===== src/rtl/core/wksr_pkg.sv =====
// shared types, constants and key function for the weighted key record sorter
package wksr_pkg;

  localparam int unsigned METRIC_W = 17;
  localparam int unsigned TAG_W    = 16;
  localparam int unsigned KEY_W    = 34;

  localparam logic [KEY_W-1:0] SIM_WEIGHT = KEY_W'(100000);
  localparam logic [KEY_W-1:0] REC_WEIGHT = KEY_W'(100);

  typedef struct packed {
    logic [METRIC_W-1:0] similarity;
    logic [METRIC_W-1:0] recommendation;
    logic [METRIC_W-1:0] inferencing;
    logic [TAG_W-1:0]    tag;
    logic                last;
  } in_t;

  typedef struct packed {
    logic [METRIC_W-1:0] out_similarity;
    logic [METRIC_W-1:0] out_recommendation;
    logic [METRIC_W-1:0] out_inferencing;
    logic [TAG_W-1:0]    out_tag;
    logic                out_last;
    logic                dropped;
  } out_t;

  // one stored record with its ranking key
  typedef struct packed {
    logic [KEY_W-1:0]    key;
    logic [METRIC_W-1:0] similarity;
    logic [METRIC_W-1:0] recommendation;
    logic [METRIC_W-1:0] inferencing;
    logic [TAG_W-1:0]    tag;
  } rec_t;

  // per-cycle command broadcast to every cell
  typedef struct packed {
    logic insert;
    logic shift;
  } cell_ctrl_t;

  // similarity*100000 + recommendation*100 + inferencing, exact in 34 bits
  function automatic logic [KEY_W-1:0] calc_key(input logic [METRIC_W-1:0] s,
                                                input logic [METRIC_W-1:0] r,
                                                input logic [METRIC_W-1:0] i);
    logic [KEY_W-1:0] s_ext;
    logic [KEY_W-1:0] r_ext;
    logic [KEY_W-1:0] i_ext;
    s_ext = KEY_W'(s);
    r_ext = KEY_W'(r);
    i_ext = KEY_W'(i);
    return (s_ext * SIM_WEIGHT) + (r_ext * REC_WEIGHT) + i_ext;
  endfunction

endpackage


===== src/rtl/core/wksr_cell.sv =====
// one cell of the sorted insertion chain
module wksr_cell
  import wksr_pkg::*;
(
  input  logic       clk_i,
  input  cell_ctrl_t ctrl_i,
  input  logic       vld_i,
  input  rec_t       new_rec_i,
  input  rec_t       prev_rec_i,
  input  logic       prev_ins_i,
  input  rec_t       next_rec_i,
  output rec_t       rec_o,
  output logic       ins_o
);

  rec_t rec_q;
  rec_t rec_d;

  // equal keys stay ahead of the newcomer
  assign ins_o = !vld_i || (rec_q.key < new_rec_i.key);
  assign rec_o = rec_q;

  always_comb begin
    rec_d = rec_q;
    if (ctrl_i.insert && ins_o) begin
      rec_d = prev_ins_i ? prev_rec_i : new_rec_i;
    end else if (ctrl_i.shift) begin
      rec_d = next_rec_i;
    end
  end

  always_ff @(posedge clk_i) begin
    rec_q <= rec_d;
  end

endmodule


===== config.mk =====
export PLATFORM = sky130hd
export DESIGN_NAME = wksr_cell
export DESIGN_NICKNAME = d
export VERILOG_FILES = /design/src/rtl/core/wksr_pkg.sv /design/src/rtl/core/wksr_cell.sv
export SDC_FILE = /design/constraint.sdc
export NUM_CORES = 1
export LEC_CHECK = 0
export ABC_AREA = 1
export BUFFER_PORTS_ARGS = -buffer_cell sky130_fd_sc_hd__buf_4
export CELL_PAD_IN_SITES_DETAIL_PLACEMENT = 0
export CELL_PAD_IN_SITES_GLOBAL_PLACEMENT = 1
export CORE_AREA = 2 2 160 162
export DETAILED_ROUTE_END_ITERATION = 7
export DIE_AREA = 0 0 162 164
export PLACE_DENSITY = 0.79
export RECOVER_POWER = 50
export REMOVE_ABC_BUFFERS = 1
export SLEW_MARGIN = 5
export SYNTH_ARGS = -nofsm -noshare
export SYNTH_HDL_FRONTEND = slang
export SYNTH_SLANG_ARGS = --single-unit

===== constraint.sdc =====
create_clock -name clk_i -period 5.2 [get_ports clk_i]
set_input_delay 0.26 -clock clk_i [delete_from_list [all_inputs] [get_ports clk_i]]
set_output_delay 0.26 -clock clk_i [all_outputs]
set_load 0.03 [all_outputs]

# Word-level counts from Yosys, hierarchy flattened
# Index checks and enable logic that the tools add are counted.
[op_classes]
addsub = 0
n_mul = 0
div_mod_pow = 0
order_cmp = 1
eq_ne = 0
shift = 0
muxes = 3
bitwise = 0
n_reduce_logical = 4
[op_table]
columns = ["cell", "n"]
rows = [
  ["$mux W101", 3],
  ["$lt A34 B34 Y1", 1],
  ["$reduce_bool A2 Y1", 1],
  ["$logic_and A1 B1 Y1", 1],
  ["$logic_not A1 Y1", 1],
  ["$logic_or A1 B1 Y1", 1],
]
[totals]
register_bits = 101
latch_bits = 0
ram_bits = 0
mem_bits_ro = 0
mem_count = 0

# Logic depth before layout (Yosys ltp)
# Gate-level depths: netlist of the first run.
[logic_depth]
depth_word = 4
ltp_mapped = 18
depth_no_buf = 16

# Worst setup path after synthesis of the first run
# OpenSTA, ideal clock, no wires.
[synth_path]
path_kind = "flip-flop to flip-flop"
startpoint = "register rec_q (netlist bit rec_o[92])"
endpoint = "register rec_q (netlist bit rec_o[0]) (enable)"
arrival_time_ns = 3.973
t_required_ns = 4.737
path_slack_ns = 0.763
path_stages_with_launch = 14
n_path_buf = 2
cell_sequence = "edfxtp_1 > ha_1 > a21o_1 > nor2_1 > nand2_1 > nand2_1 > nand2_1 > nor2_1 > nand2_1 > nand2_2 > nand2_2 > buf_6 > buf_6 > nand2_1"
[synth_via]
elab_chain_len = 4
[synth_lines]
columns = ["item", "line_no", "text"]
rows = [
  ["start, declared", "wksr_cell.sv:16", "rec_t rec_q;"],
  ["start signal, assigned", "wksr_cell.sv:33", "rec_q <= rec_d;"],
  ["$lt A34 B34 Y1", "wksr_cell.sv:20", "assign ins_o = !vld_i || (rec_q.key < new_rec_i.key);"],
  ["$logic_or A1 B1 Y1", "wksr_cell.sv:20", ""],
  ["$logic_and A1 B1 Y1", "wksr_cell.sv:25", "if (ctrl_i.insert && ins_o) begin"],
  ["$reduce_bool A2 Y1 (no line)", "--", ""],
]
# Every way passes these cells.
# A chain may end at the register's enable or synchronous reset.

==> reports/metrics.cfg, run 1 <==
[outcome]
outcome=finished with violations
violations=capacitance limit, slew limit

[worst_setup_path]
critPathMaxStageDelay_ps=1480
timing.rr.start=rec_o[96]
startpoint_type=register
crit_path_end_kind=register
timing.rr.end=rec_o[80]
rr_worst_depth=14
crit_buf_inv=2
critPathMaxFanout=44
cp_data_arrival_time_ps=4130
crit_type=reg -> reg
crit_chain=ha_1 -> nand2_1 -> inv_1 -> nand3_1 -> nor2_1 -> nand3_1 -> nor2_1 -> nor2_1 -> nand2_1 -> nand2_4 -> nand2_4 -> clkbuf_1 -> nand2_1 -> nand2_1
slowest_stage=clkbuf_1
path_common_cell=nand2_1
required_ps=5400
critPathTopFamily=buffers and inverters
rrSetupSlack_ps=1260

[synthesis]
ys_types=18
ys_ff_latch=101
yosysTopAreaCell=edfxtp_1
syn_area_per_cell_sq_um=8.79
yosysWarnings=0
ys_seq_area_share_pct=46.2
netlist_area_sq_um=6560
synth_cells=747
synth_area_leaders=edfxtp_1, nand2_1, mux2_2
synth_top_area_share_pct=46.2

[timing]
hold-worst-slack_ps=174
fin_ws_ps=1260
slew_viol_final=45
rsz0062_at_grt=false
report.final.setup_viol=0
tightest_slew_ps=2050
relSlewSlack_pct=-36.6
hold_viol_final=0
fmax_mhz=254
clock_skew_ps=12.8
period_share_pct=75.8
period_needed_ps=3940

[global_routing]
grt_pass1_wl_microns=35100
grt_max_degree=62
first_global_vias=6478
antenna_found_initial=0
overflow=0
track_usage_pct=17.0

[place]
place_ws_ps=1880
port_buffers=409
dp_hpwl_microns=17700
routabilityCongestion=0.829

[pwr]
p_leak_nw=4.74
ir_drop_mv=0.161
power.density_nw_per_um2=280
p_total_w=0.00274

[final_layout]
largest_reg_flops=101
drive_gt1_share_pct=35.2
fin_nets=1467
syn_to_final_growth_pct=49.0
num_antenna_cells=0
final_util_pct=39.4

[flow_run]
cap_violations=1

[route]
initialDrtViolationCount=377
drc=0
vias_per_cell=4.41
num_vias=6432
dr.pass1.iters=7
drt_wl_total_microns=23400
routedWlPerCell_microns=16.1
ant_nets=0

[cts]
cts.sinks=101
holdBufCountCts=0
cts_root_buf=clkbuf_16
insertion_delay_ps=340
clkSlewWorstSetupHoldPaths_ps=80
cts_tree=yes
cts_buffers=9
cts.path.max_buffers=2
h-tree-depth=3
post-cts-setup-buffers=0
cts_resized=0

[floorplan]
die_area_sq_um=26600
rows=58
initial_core_util_pct=26.4
die_h_microns=164
ioPinCount=410
coreArea_sq_um=24800
dieWidth_microns=162

[hold_path]
whs_path_depth=3
hp-start=next_rec_i[68]
worstHoldPathType=in -> reg
hold_end=rec_o[68]

==> worst max path at each step <==
stage | start | endpoint | slack [ps] | depth (start not counted)
finish | rec_o[96] | rec_o[80] | 1260 | 14
global route | rec_o[96] | rec_o[64] | 850 | 14
CTS | rec_o[98] | ins_o | 1720 | 10
detailed placement | new_rec_i[100] | rec_o[68] | 1880 | 13
global placement | rec_o[98] | rec_o[84] | 1940 | 11
floorplan | rec_o[100] | rec_o[0] | -1340 | 10
==> worst min-delay path: stages <==
cell	delay, ps
buf_4	80
nand2_1	40
nand2_1	40
==> where the power goes <==
group / internal [W] / total [W] / switching, W
clock network: 0.000420 / 0.000729 / 0.000309
logic: 0.000337 / 0.000925 / 0.000588
registers: 0.00104 / 0.00108 / 0.0000427
total: 0.00180 / 0.00274 / 0.000940
==> cells in the mapped netlist, drive strengths merged <==
library cell  instances
nand2               278
nand3               105
edfxtp              101
mux2                 67
inv                  46
o21ai                37
ha                   33
buf                  25
clkbuf               23
a21oi                12
nor2                 12
nand4                 4
a21o                  2
and2                  1
nor3                  1
==> per-stage QoR <==
step,area (sq um),TNS [ps],cells
after floorplan,6290,-135430,699
after global placement,9850,0,1445
after detailed placement,9850,0,1445
after CTS,10200,0,1460
after global routing,9780,0,1460
final,9780,0,1460
==> final cells by class <==
type,count,area [sq um]
Clock inverter,6,87.6
Fill cell,2648,15000
Inverter,46,173
Multi-Input combinational cell,552,3100
Sequential cell,101,3030
Timing Repair Buffer,416,2750
Clock buffer,9,225
Tap cell,330,413
==> routing by layer <==
layer | wire (microns) | vias to the layer above | track usage [%]
li1 | - | 3278 | -
met1 | 9920 | 2871 | 21.7
met2 | 11500 | 259 | 29.0
met3 | 1650 | 24 | 3.99
met4 | 410 | 0 | 4.10
met5 | 0 | - | 0
==> cells in the final DEF (no fill, tap or decap), drive strengths merged <==
master and count:
nor2 12, nand4 4, clkinvlp 2, clkbuf 112, a21o 2, clkinv 1, nand3 105, inv 47
buf 313, nor3 1, edfxtp 101, o21ai 37, ha 33, mux2 67, a21oi 12, and2 1
nand2 278, bufinv 2
==> logic make-up (layout without fill, tap and decap cells) <==
group                      Yosys count  after routing  synth area share, %
and+or+nand+nor                    401            401                 25.2
DFF                                101            101                 46.2
buffers and inverters               94            477                 6.82
muxes                               67             67                 11.5
AOI/OAI and AO/OA                   51             51                 3.96
adders and majority gates           33             33                 6.29
Power figures use the tool's default switching activity.
==> run 2, diff against run 1 <==
- clock period: 5.2 -> 4.1 ns (I/O delays scaled with it)
==> run 2 against run 1 <==
Effect of this change: the run now ends clean; total power grew 25%; setup slack got worse by 390 ps; maximum frequency up 22%; critical path type unchanged; highest routed layer unchanged.
==> reports/metrics.cfg, run 2 (synthesis results as in run 1) <==
[final_layout]
ff_latch_area_sq_um=3030
syn_to_final_growth_pct=48.9
num_antenna_cells=0
drive_gt1_share_pct=35.4
design_area_sq_um=9780
final_util_pct=39.4
fillerInstances=2608
multiInputGateArea_sq_um=3090
final_common_cell=buf_4
fin_cells=1462
fin_nets=1469
largest_reg_flops=101
mostFrequentLayoutCells=buf_4, nand2_1, nand3_1

[cts]
holdBufCountCts=0
cts_tree=yes
post-cts-setup-buffers=0
cts_buffers=9
cts_resized=0
cts.sinks=101
clkSlewWorstSetupHoldPaths_ps=80
h-tree-depth=3
cts_root_buf=clkbuf_16
insertion_delay_ps=350
cts.path.max_buffers=2

[route]
drt_wl_total_microns=23600
num_vias=6592
drc=0
ant_nets=0
vias_per_cell=4.51
routedWlPerCell_microns=16.2
dr.pass1.iters=4
initialDrtViolationCount=385

[place]
dp_cells=1447
routabilityCongestion=0.823
port_buffers=409
placed_area_sq_um=9880
dp_hpwl_microns=18100

[timing]
tightest_slew_ps=1040
hold_viol_final=0
slew_viol_final=0
rsz0062_at_grt=false
clock_skew_ps=16.2
period_share_pct=78.8
period_needed_ps=3230
report.final.setup_viol=0
fmax_mhz=309
relSlewSlack_pct=30.7

[floorplan]
initial_core_util_pct=26.4
dieWidth_microns=162
die_area_sq_um=26600
ioPinCount=410
rows=58
die_h_microns=164
coreArea_sq_um=24800

[pwr]
power.density_nw_per_um2=350
p_leak_nw=4.74
ir_drop_mv=0.157
p_total_w=0.00342

[worst_setup_path]
path_common_cell=nand2_1
crit_chain=ha_1 -> a21o_1 -> nor2_1 -> nand2_1 -> nand2_1 -> nand2_1 -> nand2_1 -> nand2_1 -> nand2_1 -> nand2_4 -> nand2_2 -> buf_12
critPathMaxStageDelay_ps=810
crit_path_end_kind=register
crit_type=reg -> reg
required_ps=4110
crit_buf_inv=1
slowest_stage=nand2_2
startpoint_type=register
critPathTopFamily=simple AND/OR/NAND/NOR gates
cp_data_arrival_time_ps=3240
critPathMaxFanout=60

[global_routing]
grt_max_degree=63
antenna_found_initial=0
first_global_vias=6543
overflow=0
track_usage_pct=17.1
grt_pass1_wl_microns=35500

[flow_run]
cap_violations=0

[outcome]
outcome=finished clean

[hold_path]
worstHoldPathType=in -> reg

-- run 2: power breakdown --
part	switching, W	internal, W
logic	0.000743	0.000427
registers	0.0000564	0.00132
clock network	0.000406	0.000471
-- run 2: metal layers --
layer	part of all wire (%)	wire length (microns)	track usage [%]	vias up
li1	-	-	-	3286
met5	0	0	0	-
met3	7.0	1660	3.89	26
met1	41	9760	21.8	3016
met2	50	11800	29.3	264
met4	1.6	385	4.38	0
-- run 2: cell type report --
class / count / share of cell area (%)
sequential: 101 / 31.0
clock buffer: 9 / 2.30
timing repair buffer: 418 / 28.4
multi-input combinational: 552 / 31.6
clock inverter: 6 / 0.666
tap: 330 / 4.22
inverter: 46 / 1.77
-- run 2: path summary, 6_finish.rpt --
kind	start	endpoint	slack, ps	depth (start not counted)
min reg2reg	rec_o[85]	rec_o[96]	1320	9
max reg2reg	rec_o[76]	rec_o[49]	870	12
min	next_rec_i[51]	rec_o[51]	110	3
max	rec_o[76]	rec_o[49]	870	12
-- run 2: per-stage QoR --
step / setup slack (ps) / TNS (ps) / hold slack (ps)
final: 869 / 0 / 110
after global routing: 513 / 0 / 102
after CTS: 1120 / 0 / 88.2
after detailed placement: 1140 / 0 / 472
after global placement: 1150 / 0 / 467
after floorplan: -2440 / -246530 / 384
-- run 2: worst register-to-register path, stage by stage (launching register included) --
cell and delay [ps]:
edfxtp_1 400, ha_1 300, a21o_1 190, nor2_1 120, nand2_1 60, nand2_1 60, nand2_1 80, nand2_1 60
nand2_1 50, nand2_1 110, nand2_4 170, nand2_2 820, buf_12 380
==> run 3, diff against run 2 <==
- CORE_AREA: 2 2 160 162 -> unset
- CORE_MARGIN: unset -> 2
- CORE_UTILIZATION: unset -> 27
- DIE_AREA: 0 0 162 164 -> unset
- PLACE_DENSITY: 0.79 -> 0.83
- clock period: 4.1 -> 2.72 ns (I/O delays scaled with it)
==> run 3 against run 2 <==
Effect of this change: global-route usage grew 1.6 points; sequential power grew 50%; non-clock buffer count up 10; sequential cell count stayed put.
==> reports/metrics.cfg, run 3 (synthesis results as in run 1) <==
[timing]
hold_viol_final=0
fmax_mhz=398
slew_viol_final=0
relSlewSlack_pct=61.6
report.final.setup_viol=0
period_needed_ps=2510
hold-worst-slack_ps=45.4
rsz0062_at_grt=false
period_share_pct=92.4
tightest_slew_ps=576
clock_skew_ps=13.2

[outcome]
outcome=finished clean

[cts]
h-tree-depth=3
cts_buffers=9
cts_tree=yes
clkSlewWorstSetupHoldPaths_ps=80
holdBufCountCts=0
cts_root_buf=clkbuf_16
insertion_delay_ps=350
cts.path.max_buffers=2
cts.sinks=101

[route]
ant_nets=0
dr.pass1.iters=4
drc=0
num_vias=6592
routedWlPerCell_microns=16.5
vias_per_cell=4.49
initialDrtViolationCount=427
drt_wl_total_microns=24200

[flow_run]
cap_violations=0

[final_layout]
final_common_cell=buf_4
drive_gt1_share_pct=36.0
num_antenna_cells=0
largest_reg_flops=101
fin_nets=1479
mostFrequentLayoutCells=buf_4, nand2_1, nand3_1
syn_to_final_growth_pct=51.3

[floorplan]
rows=57
coreArea_sq_um=24100
die_h_microns=160
ioPinCount=410
initial_core_util_pct=27.2
die_area_sq_um=25600
dieWidth_microns=160

[global_routing]
grt_pass1_wl_microns=37500
first_global_vias=6727
antenna_found_initial=0
overflow=0
grt_max_degree=48
track_usage_pct=18.7

[pwr]
p_total_w=0.00522
power.density_nw_per_um2=526
ir_drop_mv=0.316
p_leak_nw=4.83

[worst_setup_path]
crit_path_end_kind=output port
crit_type=reg -> out
critPathMaxFanout=45
slowest_stage=edfxtp_1
required_ps=2580
path_common_cell=nor2_1
crit_chain=ha_1 -> nand2_1 -> nor2_1 -> and2_0 -> nand3_1 -> nor2_1 -> nor2_1 -> nand2_1 -> nand2_4 -> buf_8 -> buf_4
crit_buf_inv=2
cp_data_arrival_time_ps=2380
critPathMaxStageDelay_ps=420
critPathTopFamily=simple AND/OR/NAND/NOR gates
startpoint_type=register

[hold_path]
worstHoldPathType=in -> reg

[place]
routabilityCongestion=0.863
port_buffers=409
dp_hpwl_microns=19100

run 3: stage by stage:
stage                     instance area (sq um)  cells  util (%)  setup slack (ps)  TNS [ps]
after floorplan                            6290    699         -             -3820   -517590
after global placement                    10000   1451      41.5               291         0
after detailed placement                  10000   1451      41.5               286         0
after CTS                                 10300   1467      42.8              83.1         0
after global routing                       9930   1467      41.2              12.4         0
final                                      9930   1467      41.2               206         0
run 3: metal layers:
metal | share of wire, % | wire length (microns) | global-route usage [%] | vias up
li1 | - | - | - | 3307
met1 | 41 | 9890 | 23.2 | 2975
met2 | 49 | 12000 | 32.3 | 284
met3 | 7.7 | 1860 | 5.22 | 26
met4 | 1.9 | 468 | 4.87 | 0
met5 | 0 | 0 | 0 | -
run 3: path summary, 6_finish.rpt:
| path | from | end | slack (ps) | cells after the start |
|---|---|---|---|---|
| worst min-delay path | next_rec_i[62] | rec_o[62] | 50 | 3 |
| worst max-delay path | rec_o[72] | ins_o | 210 | 11 |
| worst max register to register | rec_o[76] | rec_o[52] | 310 | 13 |
| worst min register to register | rec_o[85] | rec_o[62] | 1400 | 8 |
run 3: repair_timing:
action                                  CTS  global route
gates cloned                              0             0
endpoints found under the setup margin    1             1
pin swaps                                 0             0
gates resized for setup                   1             2
setup buffers                             0             0
run 3: power by group:
part,switching (W),internal (W),leakage [nW]
clock,0.000615,0.000732,0.150
sequential,0.0000847,0.00199,1.04
combinational,0.00113,0.000671,3.64
total,0.00183,0.00339,4.83
run 3: final cells by class:
| type | count | area, sq um |
|---|---|---|
| Clock inverter | 6 | 76.3 |
| Tap cell | 324 | 405 |
| Multi-Input combinational cell | 552 | 3100 |
| Inverter | 46 | 173 |
| Sequential cell | 101 | 3030 |
| Clock buffer | 10 | 229 |
| Fill cell | 2550 | 14200 |
| Timing Repair Buffer | 428 | 2910 |
run 3: worst reg2reg max path: stages (launching register included):
cell	delay, ps
edfxtp_1	400
ha_1	310
nand2_1	70
nor2_1	150
and2_0	190
nand3_1	130
nor2_1	110
nor2_1	50
nand2_1	90
nand2_4	80
nand2_4	100
buf_4	360
nand2_1	130
nand2_1	110
